--- src/sv/dqs_pkg.sv ---
// Shared types, constants and tables for the debounced quadrature setpoint unit.
package dqs_pkg;

    localparam int CountWidth    = 10;
    localparam int SetpointWidth = 16;
    localparam int DigitWidth    = 2;
    localparam int PhaseWidth    = 2;
    localparam int StepWidth     = 2;
    localparam int CfgIndexWidth = 2;
    localparam int CfgDataWidth  = 16;
    localparam int MultWidth     = 10;

    typedef logic [CountWidth-1:0]           count_t;
    typedef logic signed [SetpointWidth-1:0] setpoint_t;
    typedef logic [DigitWidth-1:0]           digit_t;
    typedef logic [PhaseWidth-1:0]           phase_t;
    typedef logic signed [StepWidth-1:0]     step_t;
    typedef logic [MultWidth-1:0]            mult_t;

    // configuration register indexes
    typedef enum logic [CfgIndexWidth-1:0] {
        CFG_DEBOUNCE_LIMIT   = 2'd0,
        CFG_SETPOINT_FLOOR   = 2'd1,
        CFG_SETPOINT_CEILING = 2'd2
    } cfg_index_t;

    localparam count_t    DEBOUNCE_LIMIT_RESET   = count_t'(100);
    localparam setpoint_t SETPOINT_FLOOR_RESET   = setpoint_t'(-3000);
    localparam setpoint_t SETPOINT_CEILING_RESET = setpoint_t'(3000);

    localparam step_t STEP_NONE = 2'sb00;
    localparam step_t STEP_UP   = 2'sb01;
    localparam step_t STEP_DOWN = 2'sb11;

    // indexed by {prior phase, current phase}
    localparam step_t STEP_TABLE [16] = '{
        STEP_NONE, STEP_DOWN, STEP_UP,   STEP_NONE,
        STEP_UP,   STEP_NONE, STEP_NONE, STEP_DOWN,
        STEP_DOWN, STEP_NONE, STEP_NONE, STEP_UP,
        STEP_NONE, STEP_UP,   STEP_DOWN, STEP_NONE
    };

    localparam mult_t POW10_TABLE [4] = '{
        mult_t'(1), mult_t'(10), mult_t'(100), mult_t'(1000)
    };

endpackage

--- src/sv/dqs_debounce.sv ---
// Integrator debouncer for one encoder pin.
module dqs_debounce
    import dqs_pkg::*;
(
    input  logic   aclk,
    input  logic   aresetn,
    input  logic   update,
    input  logic   raw_level,
    input  count_t limit,
    output logic   clean_next
);

    count_t count_reg, count_next;
    logic   clean_reg;
    count_t count_step;

    always_comb begin
        if (!raw_level) begin
            count_step = (count_reg != '0) ? count_reg - count_t'(1) : count_reg;
        end else begin
            count_step = (count_reg < limit) ? count_reg + count_t'(1) : count_reg;
        end
        count_next = count_step;
        clean_next = clean_reg;
        // zero is tested first, so a zero limit holds the pin low
        if (count_step == '0) begin
            clean_next = 1'b0;
        end else if (count_step >= limit) begin
            count_next = limit;
            clean_next = 1'b1;
        end
    end

    always_ff @(posedge aclk) begin
        if (!aresetn) begin
            count_reg <= '0;
            clean_reg <= 1'b1;
        end else if (update) begin
            count_reg <= count_next;
            clean_reg <= clean_next;
        end
    end

endmodule

--- src/sv/dqs_adjust.sv ---
// Phase transition decode and saturating setpoint step.
module dqs_adjust
    import dqs_pkg::*;
(
    input  phase_t    prior_phase,
    input  phase_t    phase,
    input  digit_t    digit,
    input  setpoint_t setpoint,
    input  setpoint_t floor_val,
    input  setpoint_t ceiling_val,
    output step_t     step,
    output setpoint_t result
);

    logic signed [SetpointWidth:0] sp_ext;
    logic signed [SetpointWidth:0] mult_ext;
    logic signed [SetpointWidth:0] dec_val;
    logic signed [SetpointWidth:0] inc_val;
    logic signed [SetpointWidth:0] floor_ext;
    logic signed [SetpointWidth:0] ceiling_ext;

    always_comb begin
        step        = STEP_TABLE[{prior_phase, phase}];
        sp_ext      = {setpoint[SetpointWidth-1], setpoint};
        mult_ext    = signed'({{(SetpointWidth+1-MultWidth){1'b0}}, POW10_TABLE[digit]});
        floor_ext   = {floor_val[SetpointWidth-1], floor_val};
        ceiling_ext = {ceiling_val[SetpointWidth-1], ceiling_val};
        dec_val     = sp_ext - mult_ext;
        inc_val     = sp_ext + mult_ext;
        // each direction checks only its own bound
        if (step == STEP_DOWN) begin
            result = (dec_val >= floor_ext) ? dec_val[SetpointWidth-1:0] : floor_val;
        end else if (step == STEP_UP) begin
            result = (inc_val <= ceiling_ext) ? inc_val[SetpointWidth-1:0] : ceiling_val;
        end else begin
            result = setpoint;
        end
    end

endmodule

--- src/sv/debounced_quadrature_setpoint_unit.sv ---
// Top level: input register, debounce and decode, result register.
// A word accepted into the input register is debounced and decoded, then registered on the m_ port when it advances.
// Throughput: one word per cycle while m_ready is high; the per-tick state update closes the loop that sets this rate.
// Reset (aresetn low, synchronous): both stages empty, integrators zero, clean levels high,
// prior phase zero, registers at limit 100, floor -3000, ceiling 3000.
module debounced_quadrature_setpoint_unit
    import dqs_pkg::*;
(
    input  logic                     aclk,
    input  logic                     aresetn,
    input  logic                     cfg_wr_en,
    input  logic [CfgIndexWidth-1:0] cfg_index,
    input  logic [CfgDataWidth-1:0]  cfg_wdata,
    input  logic                     s_valid,
    output logic                     s_ready,
    input  logic                     s_pin_a_level,
    input  logic                     s_pin_b_level,
    input  digit_t                   s_digit_position,
    input  setpoint_t                s_setpoint_in,
    output logic                     m_valid,
    input  logic                     m_ready,
    output step_t                    m_step_direction,
    output setpoint_t                m_setpoint_out,
    output phase_t                   m_phase_now
);

    count_t    limit_reg;
    setpoint_t floor_reg;
    setpoint_t ceiling_reg;

    logic      in_valid_reg;
    logic      pin_a_reg;
    logic      pin_b_reg;
    digit_t    digit_reg;
    setpoint_t setpoint_reg;

    phase_t    prior_phase_reg;
    logic      out_valid_reg;
    step_t     step_reg;
    setpoint_t result_reg;
    phase_t    phase_reg;

    logic      advance;
    logic      clean_a;
    logic      clean_b;
    phase_t    phase;
    step_t     step;
    setpoint_t result;

    assign advance = in_valid_reg && (!out_valid_reg || m_ready);
    assign s_ready = !in_valid_reg || advance;

    always_ff @(posedge aclk) begin
        if (!aresetn) begin
            limit_reg   <= DEBOUNCE_LIMIT_RESET;
            floor_reg   <= SETPOINT_FLOOR_RESET;
            ceiling_reg <= SETPOINT_CEILING_RESET;
        end else if (cfg_wr_en) begin
            unique case (cfg_index)
                CFG_DEBOUNCE_LIMIT:   limit_reg   <= cfg_wdata[CountWidth-1:0];
                CFG_SETPOINT_FLOOR:   floor_reg   <= setpoint_t'(cfg_wdata);
                CFG_SETPOINT_CEILING: ceiling_reg <= setpoint_t'(cfg_wdata);
                default: ;
            endcase
        end
    end

    // input stage
    always_ff @(posedge aclk) begin
        if (!aresetn) begin
            in_valid_reg <= 1'b0;
        end else if (s_ready) begin
            in_valid_reg <= s_valid;
        end
    end

    always_ff @(posedge aclk) begin
        if (s_valid && s_ready) begin
            pin_a_reg    <= s_pin_a_level;
            pin_b_reg    <= s_pin_b_level;
            digit_reg    <= s_digit_position;
            setpoint_reg <= s_setpoint_in;
        end
    end

    dqs_debounce u_debounce_a (
        .aclk       (aclk),
        .aresetn    (aresetn),
        .update     (advance),
        .raw_level  (pin_a_reg),
        .limit      (limit_reg),
        .clean_next (clean_a)
    );

    dqs_debounce u_debounce_b (
        .aclk       (aclk),
        .aresetn    (aresetn),
        .update     (advance),
        .raw_level  (pin_b_reg),
        .limit      (limit_reg),
        .clean_next (clean_b)
    );

    // pins are active low
    assign phase = {~clean_b, ~clean_a};

    dqs_adjust u_adjust (
        .prior_phase (prior_phase_reg),
        .phase       (phase),
        .digit       (digit_reg),
        .setpoint    (setpoint_reg),
        .floor_val   (floor_reg),
        .ceiling_val (ceiling_reg),
        .step        (step),
        .result      (result)
    );

    // result stage
    always_ff @(posedge aclk) begin
        if (!aresetn) begin
            prior_phase_reg <= '0;
            out_valid_reg   <= 1'b0;
        end else begin
            if (advance) begin
                prior_phase_reg <= phase;
                out_valid_reg   <= 1'b1;
            end else if (m_ready) begin
                out_valid_reg   <= 1'b0;
            end
        end
    end

    always_ff @(posedge aclk) begin
        if (advance) begin
            step_reg   <= step;
            result_reg <= result;
            phase_reg  <= phase;
        end
    end

    assign m_valid          = out_valid_reg;
    assign m_step_direction = step_reg;
    assign m_setpoint_out   = result_reg;
    assign m_phase_now      = phase_reg;

endmodule

--- config.mk ---
export PLATFORM = sky130hd
export DESIGN_NAME = debounced_quadrature_setpoint_unit
export DESIGN_NICKNAME = d
export VERILOG_FILES = /design/src/sv/dqs_pkg.sv /design/src/sv/dqs_debounce.sv /design/src/sv/dqs_adjust.sv /design/src/sv/debounced_quadrature_setpoint_unit.sv
export SDC_FILE = /design/constraint.sdc
export NUM_CORES = 1
export LEC_CHECK = 0
export BUFFER_PORTS_ARGS = -buffer_cell sky130_fd_sc_hd__buf_2
export CELL_PAD_IN_SITES_DETAIL_PLACEMENT = 1
export CELL_PAD_IN_SITES_GLOBAL_PLACEMENT = 2
export CORE_UTILIZATION = 38
export DETAILED_ROUTE_END_ITERATION = 6
export PLACE_DENSITY_LB_ADDON = 0.1
export SLEW_MARGIN = 20
export SYNTH_ARGS = -nofsm -noshare
export SYNTH_HDL_FRONTEND = slang
export SYNTH_SLANG_ARGS = --single-unit
--- constraint.sdc ---
create_clock -name aclk -period 6.2 [get_ports aclk]
set_clock_uncertainty 0.05 [all_clocks]
set_input_delay 0.31 -clock aclk [delete_from_list [all_inputs] [get_ports aclk]]
set_output_delay 0.31 -clock aclk [all_outputs]
set_load 0.05 [all_outputs]
==> out/results.tsv, run 1 <==
metric	value	unit
status	finished, violations left	
violations	design-rule violations	
synth_top_family_by_area	compound AO/OA/AOI/OAI gates	
slew_violations	0	
synthAdderAreaFrac	0.150	
clk_latency	0.36	ns
cp.arrival	5.95	ns
ff2ff_path_depth	25	
regToRegEndpoint	m_setpoint_out[4]	
slew_headroom	0.321	
synth_cells	1007	
rows	54	
post_route_cells_drive_above_1_share	0.148	
drc	10	
crit_type	reg -> reg	
r2r_slack	0.40	ns
first_pass_iters	7	
worst_setup_path_end_kind	flip-flop	
finalSetupViolations	0	
synth_common_cells	nand2_1 (122), ha_1 (99), a21oi_1 (81)	
stdcell_count	1355	
h-tree-depth	3	
port_buffers	64	
path_clk_slew	0.08	ns
timing.rr.start	limit_reg[9]	
synth_edf_count	40	
dp_cells	1339	
synthXorXnorAreaFrac	0.0408	
setup_ws	0.402	ns
fin_nets	1214	
yosys.area.top_type	dfxtp_1	
synth_top_area_share	0.159	
initial_core_util	0.389	
die_w	152	µm
cp_max_fo	8	
ys.flop_type	dfxtp_1	
crit_end	m_setpoint_out[4]	
routabilityCongestion	0.864	
cap_violations	0	
rsz0062_at_grt	no	
ys_ff_latch	108	
ys_seq_area_frac	0.300	
root_buffer	clkbuf_16	
synth_nets	1151	
finalCritPeriodShare	0.935	
final_area	9650	µm²
area_delta_synth_final	12.9	%
vias	7758	
synth_most_common_cell	nand2_1	
period_needed	5.80	ns
critical_path.startpoint	limit_reg[9]	
synth_compound_area_frac	0.232	
worstHoldPathType	in -> reg	
cp-start-kind	flip-flop	
drtAntennaViolNets	0	
grt.overflow.total	0	
cts_buffers	9	
p_per_area	396	nW/µm²
cp.required	6.36	ns
drt_wl_total	27.6	mm
syn-cell-area	8550	µm²
design.core.area	22000	µm²
num_antenna_cells	0	
ys_types	92	
tightestPinTransition	1.02	ns
ir_worst_vdd	149	µV
placed_cell_area	9270	µm²
dieArea	23100	µm²
grt_pass1_wl	44.0	mm
synth.area.mux_share	0.0300	
setup_tns	0	ns
cts_tree	done	
viasPerCell	5.73	
synthTopCellsByArea	dfxtp_1 (16%), ha_1 (14%), edfxtp_1 (14%), nand2_1 (5.4%), a21oi_1 (4.7%)	
synth-simple-area-share	0.190	
ys_warn_count	0	
synthArstFlopShare	0	
worstHoldStart	s_setpoint_in[11]	
hold_viol_final	0	
fmax	172	MHz
p_leak	0.00404	µW
drt_iter0_markers	451	
clkSinkCount	108	
antenna_found_initial	0	
dp_hpwl	21.7	mm
grt_pass1_vias	7835	
die_y	152	µm
place_ws	0.240	ns
cts_buffer_depth	2	
ios	65	
wire_per_inst	20.4	µm
syn_avg_cell_area	8.49	µm²
grt_max_degree	45	
grt_use_total	0.243	
## cell type report
type	instances	area, µm²
Timing Repair Buffer	97	568
Clock buffer	10	239
Inverter	79	297
Multi-Input combinational cell	775	5530
Tap cell	280	350
Sequential cell	108	2560
Clock inverter	6	95.1
Fill cell	2602	12300
## report_power, final
group / switching (µW) / internal, µW / leakage [µW] / total (µW)
Sequential: 89.3 / 876 / 0.000940 / 965
Combinational: 1390 / 803 / 0.00294 / 2190
Clock: 292 / 370 / 0.000163 / 662
## how the worst min path moves through the flow
stage                       endpoint  slack (ns)  cells after the start
floorplan               digit_reg[0]        0.36                      0
global placement      ceiling_reg[6]        0.40                      2
detailed placement    ceiling_reg[6]        0.40                      2
CTS                 setpoint_reg[11]        0.06                      1
global route        setpoint_reg[11]        0.05                      1
finish              setpoint_reg[11]        0.07                      1
## layer usage
metal  up-vias  global-route usage  wire length, µm
li1       3799                   -                -
met1      3803               0.342            13800
met2       141               0.397            12500
met3        15              0.0331             1010
met4         0              0.0476              291
met5         -                   0                0
## cell families (layout without fill, tap and decap cells)
family,after synthesis,count (layout)
simple gates,326,326
compound gates,284,284
buf+inv,124,192
flops,108,108
fa+ha+maj,101,101
xor+xnor,39,39
mux,25,25
## timing repair
| item | in CTS | in global routing |
|---|---|---|
| setup endpoints to repair | 0 | 13 |
| setup buffers | 0 | 0 |
| hold buffers | 0 | 0 |
| gates resized for setup | 0 | 8 |
## cells in the final DEF, fill, tap and decap left out, types with 7 or more instances in the layout
| cell type | n |
|---|---|
| o221ai_1 | 7 |
| o21ai_1 | 13 |
| a31oi_1 | 13 |
| o21ai_0 | 25 |
| nor2b_1 | 11 |
| nand3_1 | 18 |
| and3_1 | 8 |
| mux2i_1 | 20 |
| nand2_1 | 121 |
| buf_4 | 33 |
| a211oi_1 | 13 |
| buf_2 | 64 |
| nand4_1 | 11 |
| inv_1 | 74 |
| o211ai_1 | 33 |
| o21bai_1 | 8 |
| nor3_1 | 20 |
| ha_1 | 99 |
| clkbuf_16 | 9 |
| xnor2_1 | 29 |
| a21o_1 | 18 |
| a21oi_1 | 81 |
| or3_1 | 8 |
| xor2_1 | 9 |
| nor4_1 | 7 |
| nand2b_1 | 9 |
| dfxtp_1 | 68 |
| nor2_1 | 67 |
| edfxtp_1 | 40 |
## worst max-delay path: stages, from the launching register on
cell and delay (ns):
dfxtp_1 0.36, inv_1 0.13, ha_1 0.35, and3_2 0.28
a221o_1 0.36, a41oi_4 0.32, a31oi_4 0.17, xnor2_1 0.21
ha_1 0.25, nand2b_1 0.14, a21o_1 0.17, a21o_1 0.17
a21o_1 0.18, a21oi_1 0.15, nor2_1 0.08, o32a_2 0.48
o22ai_4 0.23, inv_2 0.08, ha_1 0.17, mux2_2 0.25
o21ai_1 0.20, buf_4 0.19, nand2_1 0.17, buf_4 0.22
o22a_1 0.21, o21ai_1 0.08
## per-stage QoR
step / hold slack [ns] / power (µW) / utilization
after CTS: 0.0568 / 3770 / 0.437
after detailed placement: 0.401 / 3100 / 0.422
after global placement: 0.396 / 3090 / 0.422
after floorplan: 0.359 / 2470 / -
after global routing: 0.0524 / 4090 / 0.439
final: 0.0685 / 3820 / 0.439
No activity file was read; power rests on OpenSTA's default activity.
==> inputs of run 2 (changes only) <==
ABC_AREA = 1   (was unset)
CORE_MARGIN = 4   (was unset)
CORE_UTILIZATION = 36   (was 38)
==> run 2 against run 1 <==
The flow now finishes without violations; count of clock-buffer cells in the layout decreased by 1; worst hold slack got worse by 0.0082 ns; wire length increased by 12%; area after synthesis increased by 9.0%; final area increased by 5.6%; die area increased by 23%; fmax increased by 3.2%; first-iteration DRC count decreased by 24%; sequential power decreased by 1%; register-to-register slack improved by 0.18 ns; global-route usage decreased by 2.4 points.
==> out/results.tsv, run 2 <==
metric	value	unit	change
status	completed		was finished, violations left
num_antenna_cells	0		unchanged
routabilityCongestion	0.862		was 0.864
cpMostUsedCell	nand2_1		
ir_worst_vdd	176	µV	was 149 µV
cap_violations	0		unchanged
hold_viol_final	0		unchanged
syn-cell-area	9320	µm²	was 8550 µm²
setup_ws	0.580	ns	was 0.402 ns
worstHoldPathType	in -> reg		unchanged
crit_path_top_delay_cell	dfxtp_1		was o32a_2
rsz0062_at_grt	no		unchanged
cts_buffer_depth	2		unchanged
drt_wl_total	31.0	mm	was 27.6 mm
globalRoute.busiestLayer	met2		unchanged
post_route_cells_drive_above_1_share	0.132		was 0.148
dieArea	28500	µm²	was 23100 µm²
wire_per_inst	18.3	µm	was 20.4 µm
synth.area.mux_share	0		was 0.0300
grt_pass1_vias	9055		was 7835
ys_types	49		was 92
cp.required	6.39	ns	was 6.36 ns
met2_usage	0.396		was 0.397
initial_core_util	0.368		was 0.389
grt.overflow.total	0		unchanged
syn_avg_cell_area	7.09	µm²	was 8.49 µm²
h-tree-depth	3		unchanged
synth_compound_area_frac	0.142		was 0.232
fmax	178	MHz	was 172 MHz
critPathMaxStageDelay	0.39	ns	was 0.48 ns
port_buffers	64		unchanged
grt_max_degree	48		was 45
synth_most_common_cell	nand2_1		unchanged
first_pass_iters	4		was 7
layout_common_cells	nand2_1 (350), inv_1 (167), ha_1 (99), nand3_1 (89), a21oi_1 (83)		was nand2_1 (121), ha_1 (99), a21oi_1 (81), inv_1 (74), dfxtp_1 (68)
finalSetupViolations	0		unchanged
fin_nets	1502		was 1214
period_needed	5.62	ns	was 5.80 ns
drtAntennaViolNets	0		unchanged
synth_edf_count	40		unchanged
whs	0.0603	ns	was 0.0685 ns
antenna_found_initial	0		unchanged
yosys.area.top_type	dfxtp_1		unchanged
hold_buffers	0		unchanged
area_delta_synth_final	9.35	%	was 12.9%
path_clk_slew	0.09	ns	was 0.08 ns
viasPerCell	5.18		was 5.73
synth_nets	1458		was 1151
synth_top_area_share	0.146		was 0.159
ys_ff_latch	108		unchanged
p_leak	0.00484	µW	was 0.00404 µW
worstHoldStart	s_setpoint_in[15]		was s_setpoint_in[11]
crit_type	reg -> reg		unchanged
die_w	169	µm	was 152 µm
ys_seq_area_frac	0.275		was 0.300
synth_cells	1314		was 1007
tightestPinTransition	1.05	ns	was 1.02 ns
rows	58		was 54
fillerInstances	3250		was 2602
vias	8774		was 7758
drc	0		was 10
synth_top_family_by_area	simple AND/OR/NAND/NOR gates		was compound AO/OA/AOI/OAI gates
clkSinkCount	108		unchanged
slew_violations	0		unchanged
slew_headroom	0.296		was 0.321
grt_util_met1	0.282		was 0.342
clk_latency	0.37	ns	was 0.36 ns
p_per_area	389	nW/µm²	was 396 nW/µm²
utilization	0.402		was 0.439
synth-simple-area-share	0.319		was 0.190
setup_tns	0	ns	unchanged
ios	65		unchanged
synth_common_cells	nand2_1 (350), inv_1 (168), ha_1 (99)		was nand2_1 (122), ha_1 (99), a21oi_1 (81)
cpLargestDelayFamily	simple AND/OR/NAND/NOR gates		was compound AO/OA/AOI/OAI gates
place_ws	0.448	ns	was 0.240 ns
cts_buffers	9		unchanged
grt_use_total	0.219		was 0.243
worst_setup_path_end_kind	flip-flop		unchanged
finalCritPeriodShare	0.906		was 0.935
cp.arrival	5.81	ns	was 5.95 ns
drt_iter0_markers	345		was 451
mostFrequentLayoutCell	nand2_1		unchanged
met3_usage	0.0285		was 0.0331
synthAdderAreaFrac	0.137		was 0.150
design.core.area	25300	µm²	was 22000 µm²
synthXorXnorAreaFrac	0.0273		was 0.0408
dp_hpwl	24.7	mm	was 21.7 mm
multiInputGateArea	5840	µm²	was 5530 µm²
cp-start-kind	flip-flop		unchanged
grt_pass1_wl	49.6	mm	was 44.0 mm
synthTopCellsByArea	dfxtp_1 (15%), nand2_1 (14%), ha_1 (13%), edfxtp_1 (13%), inv_1 (6.8%)		was dfxtp_1 (16%), ha_1 (14%), edfxtp_1 (14%), nand2_1 (5.4%), a21oi_1 (4.7%)
timing.rr.start	limit_reg[3]		was limit_reg[9]
cp_max_fo	17		was 8
critical_path.startpoint	limit_reg[3]		was limit_reg[9]
die_y	169	µm	was 152 µm
ys.flop_type	dfxtp_1		unchanged
cts_tree	done		unchanged
path_buf_inv	6		was 4
synthArstFlopShare	0		unchanged
root_buffer	clkbuf_16		unchanged
ys_warn_count	0		unchanged
regArea	2560	µm²	about the same
==> run 2: cell types whose count changed after synthesis, sizes merged, moves of 20 or more <==
cell and delta:
mux2i -20, nand3 +98, nand2 +248, o21ai +44, inv +95, xnor2 -27
==> run 2: per-stage QoR <==
stage | power [µW] | instances | instance area [µm²]
5_1_grt | 4370 | 1693 | 10200
3_3_place_gp | 3360 | 1677 | 9890
3_5_place_dp | 3390 | 1677 | 9890
4_1_cts | 4010 | 1693 | 10200
6_report | 3970 | 1693 | 10200
2_1_floorplan | 2760 | 1314 | 9320
==> run 2: logic make-up after synthesis <==
family,count (synthesis)
AOI/OAI and AO/OA,230
xor gates and xnor gates,29
adders and majority gates,101
buffers and inverters,220
DFF,108
and+or+nand+nor,626
==> run 2: worst register-to-register path, delay by kind of cell, from the launching register on <==
family	cells	cell delay (ns)
AO/OA/AOI/OAI	5	1.00
adder cells (fa/ha/maj)	3	0.89
buffers and inverters	6	1.03
flip-flops	1	0.39
AND/OR/NAND/NOR	16	2.15
==> run 2: layout make-up <==
class                      count  area share
multi-input combinational    986       0.574
sequential                   108       0.252
inverter                     177      0.0653
tap                          330      0.0405
timing repair buffer          76      0.0403
clock buffer                   9      0.0221
clock inverter                 7     0.00651
==> run 2: power breakdown <==
group	switching (µW)	internal, µW
Combinational	1630	786
Sequential	108	844
Clock	318	283
Total	2050	1910
==> run 2: per-layer routing <==
layer | share of wire | wire length [µm]
met5 | 0 | 0
met4 | 0.014 | 442
met3 | 0.021 | 653
met2 | 0.51 | 15800
met1 | 0.45 | 14100
==> run 2: path summary, 6_finish.rpt <==
path,slack (ns),end,depth (start not counted)
worst min register to register,0.43,u_debounce_b.clean_reg,2
worst max-delay path,0.58,m_setpoint_out[0],30
worst min-delay path,0.06,setpoint_reg[15],1
worst max register to register,0.58,m_setpoint_out[0],30
==> run 2: timing repair <==
action                     4_1_cts  5_1_grt
hold endpoints to repair         0        0
resized for setup                0        2
buffers inserted                 0        0
setup endpoints to repair        0        8
==> inputs of run 3 (changes only) <==
ABC_AREA = unset   (was 1)
CORE_UTILIZATION = 38   (was 36)
==> run 3 against run 2 <==
Combinational power shrank 8%; setup slack lost 0.23 ns; die area decreased by 12%; total power decreased by 4.1%; utilization rose by 3.7 points; final area fell by 5.4%; sequential share of layout area is 1.4 points higher; global-route usage rose by 0.19 points; largest power group unchanged; critical endpoint is now m_setpoint_out[4].
==> out/results.tsv, run 3 (same netlist as run 1, synthesis figures left out) <==
metric	value	unit	change
initial_core_util	0.389		was 0.368
stdcell_count	1361		was 1693
dieArea	25000	µm²	was 28500 µm²
period_needed	5.85	ns	was 5.62 ns
worstHoldStart	s_setpoint_in[10]		was s_setpoint_in[15]
grt_pass1_wl	43.6	mm	was 49.6 mm
cp_max_fo	15		was 17
cap_violations	0		unchanged
crit_type	reg -> reg		unchanged
critPathMaxStageDelay	0.60	ns	was 0.39 ns
crit_path_top_delay_cell	o31ai_1		was dfxtp_1
ctsResizeCount	0		unchanged
clkSinkCount	108		unchanged
status	completed		unchanged
utilization	0.439		was 0.402
clk_latency	0.37	ns	about the same
slew_violations	0		unchanged
r2r_slack	0.35	ns	was 0.58 ns
cp-start-kind	flip-flop		unchanged
drtAntennaViolNets	0		unchanged
hold_path_depth	1		unchanged
path_buf_inv	2		was 6
finalSetupViolations	0		unchanged
ff2ff_path_depth	23		was 30
antenna_found_initial	0		unchanged
setup_ws	0.353	ns	was 0.580 ns
cpLargestDelayFamily	compound AO/OA/AOI/OAI gates		was simple AND/OR/NAND/NOR gates
dp_hpwl	21.8	mm	was 24.7 mm
vias	7624		was 8774
ir_worst_vdd	133	µV	was 176 µV
p_leak	0.00406	µW	was 0.00484 µW
layout_common_cells	nand2_1 (120), ha_1 (99), a21oi_1 (81), inv_1 (74), dfxtp_1 (68)		was nand2_1 (350), inv_1 (167), ha_1 (99), nand3_1 (89), a21oi_1 (83)
crit_chain	nor2_1 > ha_1 > inv_1 > fa_1 > o21bai_1 > a21oi_1 > o21ba_2 > o31ai_1 > a21oi_1 > nor2_1 > nor2_1 > xnor2_1 > ha_1 > a21o_1 > a21o_1 > a21oi_1 > o21ai_1 > a2111o_1 > a31oi_2 > buf_4 > mux2i_1 > o22a_1 > o21ai_1		
cts_buffer_depth	2		unchanged
p_per_area	395	nW/µm²	was 389 nW/µm²
cp.required	6.27	ns	was 6.39 ns
post_route_cells_drive_above_1_share	0.151		was 0.132
grt_use_total	0.221		was 0.219
rsz0062_at_grt	no		unchanged
tightestPinTransition	0.979	ns	was 1.05 ns
wire_per_inst	19.9	µm	was 18.3 µm
drc	0		unchanged
area_delta_synth_final	12.7	%	was 9.35%
placed_cell_area	9320	µm²	was 9890 µm²
cts_setup_buffers	0		unchanged
ios	65		unchanged
routabilityCongestion	0.885		was 0.862
drt_wl_total	27.1	mm	was 31.0 mm
grt_pass1_vias	7763		was 9055
final_area	9630	µm²	was 10200 µm²
mostFrequentLayoutCell	nand2_1		unchanged
die_y	158	µm	was 169 µm
cts_buffers	9		unchanged
place_ws	0.211	ns	was 0.448 ns
timing.rr.start	digit_reg[1]		was limit_reg[3]
grt.overflow.total	0		unchanged
die_w	158	µm	was 169 µm
h-tree-depth	3		unchanged
root_buffer	clkbuf_16		unchanged
regToRegEndpoint	m_setpoint_out[4]		was m_setpoint_out[0]
fmax	171	MHz	was 178 MHz
path_clk_slew	0.08	ns	was 0.09 ns
viasPerCell	5.60		was 5.18
cp.arrival	5.92	ns	was 5.81 ns
fin_nets	1220		was 1502
first_pass_iters	4		unchanged
finalCritPeriodShare	0.943		was 0.906
cts_tree	done		unchanged
drt_iter0_markers	493		was 345
dp_cells	1345		was 1677
setup_tns	0	ns	unchanged
worst_setup_path_end_kind	flip-flop		unchanged
design.core.area	22000	µm²	was 25300 µm²
hold_path_end	setpoint_reg[10]		was setpoint_reg[15]
num_antenna_cells	0		unchanged
slew_headroom	0.347		was 0.296
worstHoldPathType	in -> reg		unchanged
grt_max_degree	36		was 48
hold_viol_final	0		unchanged
rows	54		was 58
port_buffers	64		unchanged
hold_buffers	0		unchanged
## run 3: changes by cell type in the layout (fill, tap and decap cells not counted), sizes merged, moves of 20 or more
cell   before  now
buf        76  103
inv       177   81
o21ai      84   40
mux2i       0   20
nand3     117   19
xnor2       3   30
nand2     370  122
## run 3: cell type report
type,instances,area [µm²]
fillers,2668,12300
multi-input cells,775,5500
flip-flops and latches,108,2560
repair buffers,103,613
well taps,280,350
inverters,79,297
clock buffers,10,229
clock inverters,6,78.8
## run 3: power by group
part           internal (µW)  switching [µW]  total (µW)  leakage, µW
clock network            323             307         630     0.000151
logic                    830            1380        2210      0.00296
registers                876            86.3         962     0.000940
total                   2030            1770        3800      0.00406
## run 3: through the flow
step                hold slack, ns  total power, µW
global route                0.0479             4100
CTS                         0.0492             3810
floorplan                    0.359             2470
finish                      0.0601             3800
global placement             0.394             3170
detailed placement           0.400             3170
## run 3: how the worst max path moves through the flow
stage                             from            endpoint  cells past startpoint  slack (ns)
final                     digit_reg[1]   m_setpoint_out[4]                     23        0.35
after floorplan           limit_reg[9]   m_setpoint_out[2]                     27        0.60
after CTS                 limit_reg[9]  m_setpoint_out[15]                     24        0.17
after global routing      digit_reg[1]   m_setpoint_out[2]                     23       0.001
after detailed placement  limit_reg[9]  m_setpoint_out[15]                     24        0.21
after global placement    limit_reg[9]  m_setpoint_out[15]                     24        0.40
## run 3: worst reg2reg max path: stages, from the launching register on
cell      delay (ns)
edfxtp_1        0.51
nor2_1          0.26
ha_1            0.21
inv_1           0.05
fa_1            0.40
o21bai_1        0.16
a21oi_1         0.19
o21ba_2         0.27
o31ai_1         0.60
a21oi_1         0.17
nor2_1          0.12
nor2_1          0.09
xnor2_1         0.14
ha_1            0.31
a21o_1          0.16
a21o_1          0.17
a21oi_1         0.21
o21ai_1         0.10
a2111o_1        0.38
a31oi_2         0.35
buf_4           0.28
mux2i_1         0.22
o22a_1          0.15
o21ai_1         0.06
## run 3: layer usage
layer | share of wire | routed length (µm) | track usage | up-vias
met2 | 0.44 | 11900 | 0.345 | 123
met5 | 0 | 0 | 0 | -
met1 | 0.52 | 14000 | 0.331 | 3666
li1 | - | - | - | 3814
met3 | 0.032 | 872 | 0.0249 | 21
met4 | 0.010 | 277 | 0.0459 | 0
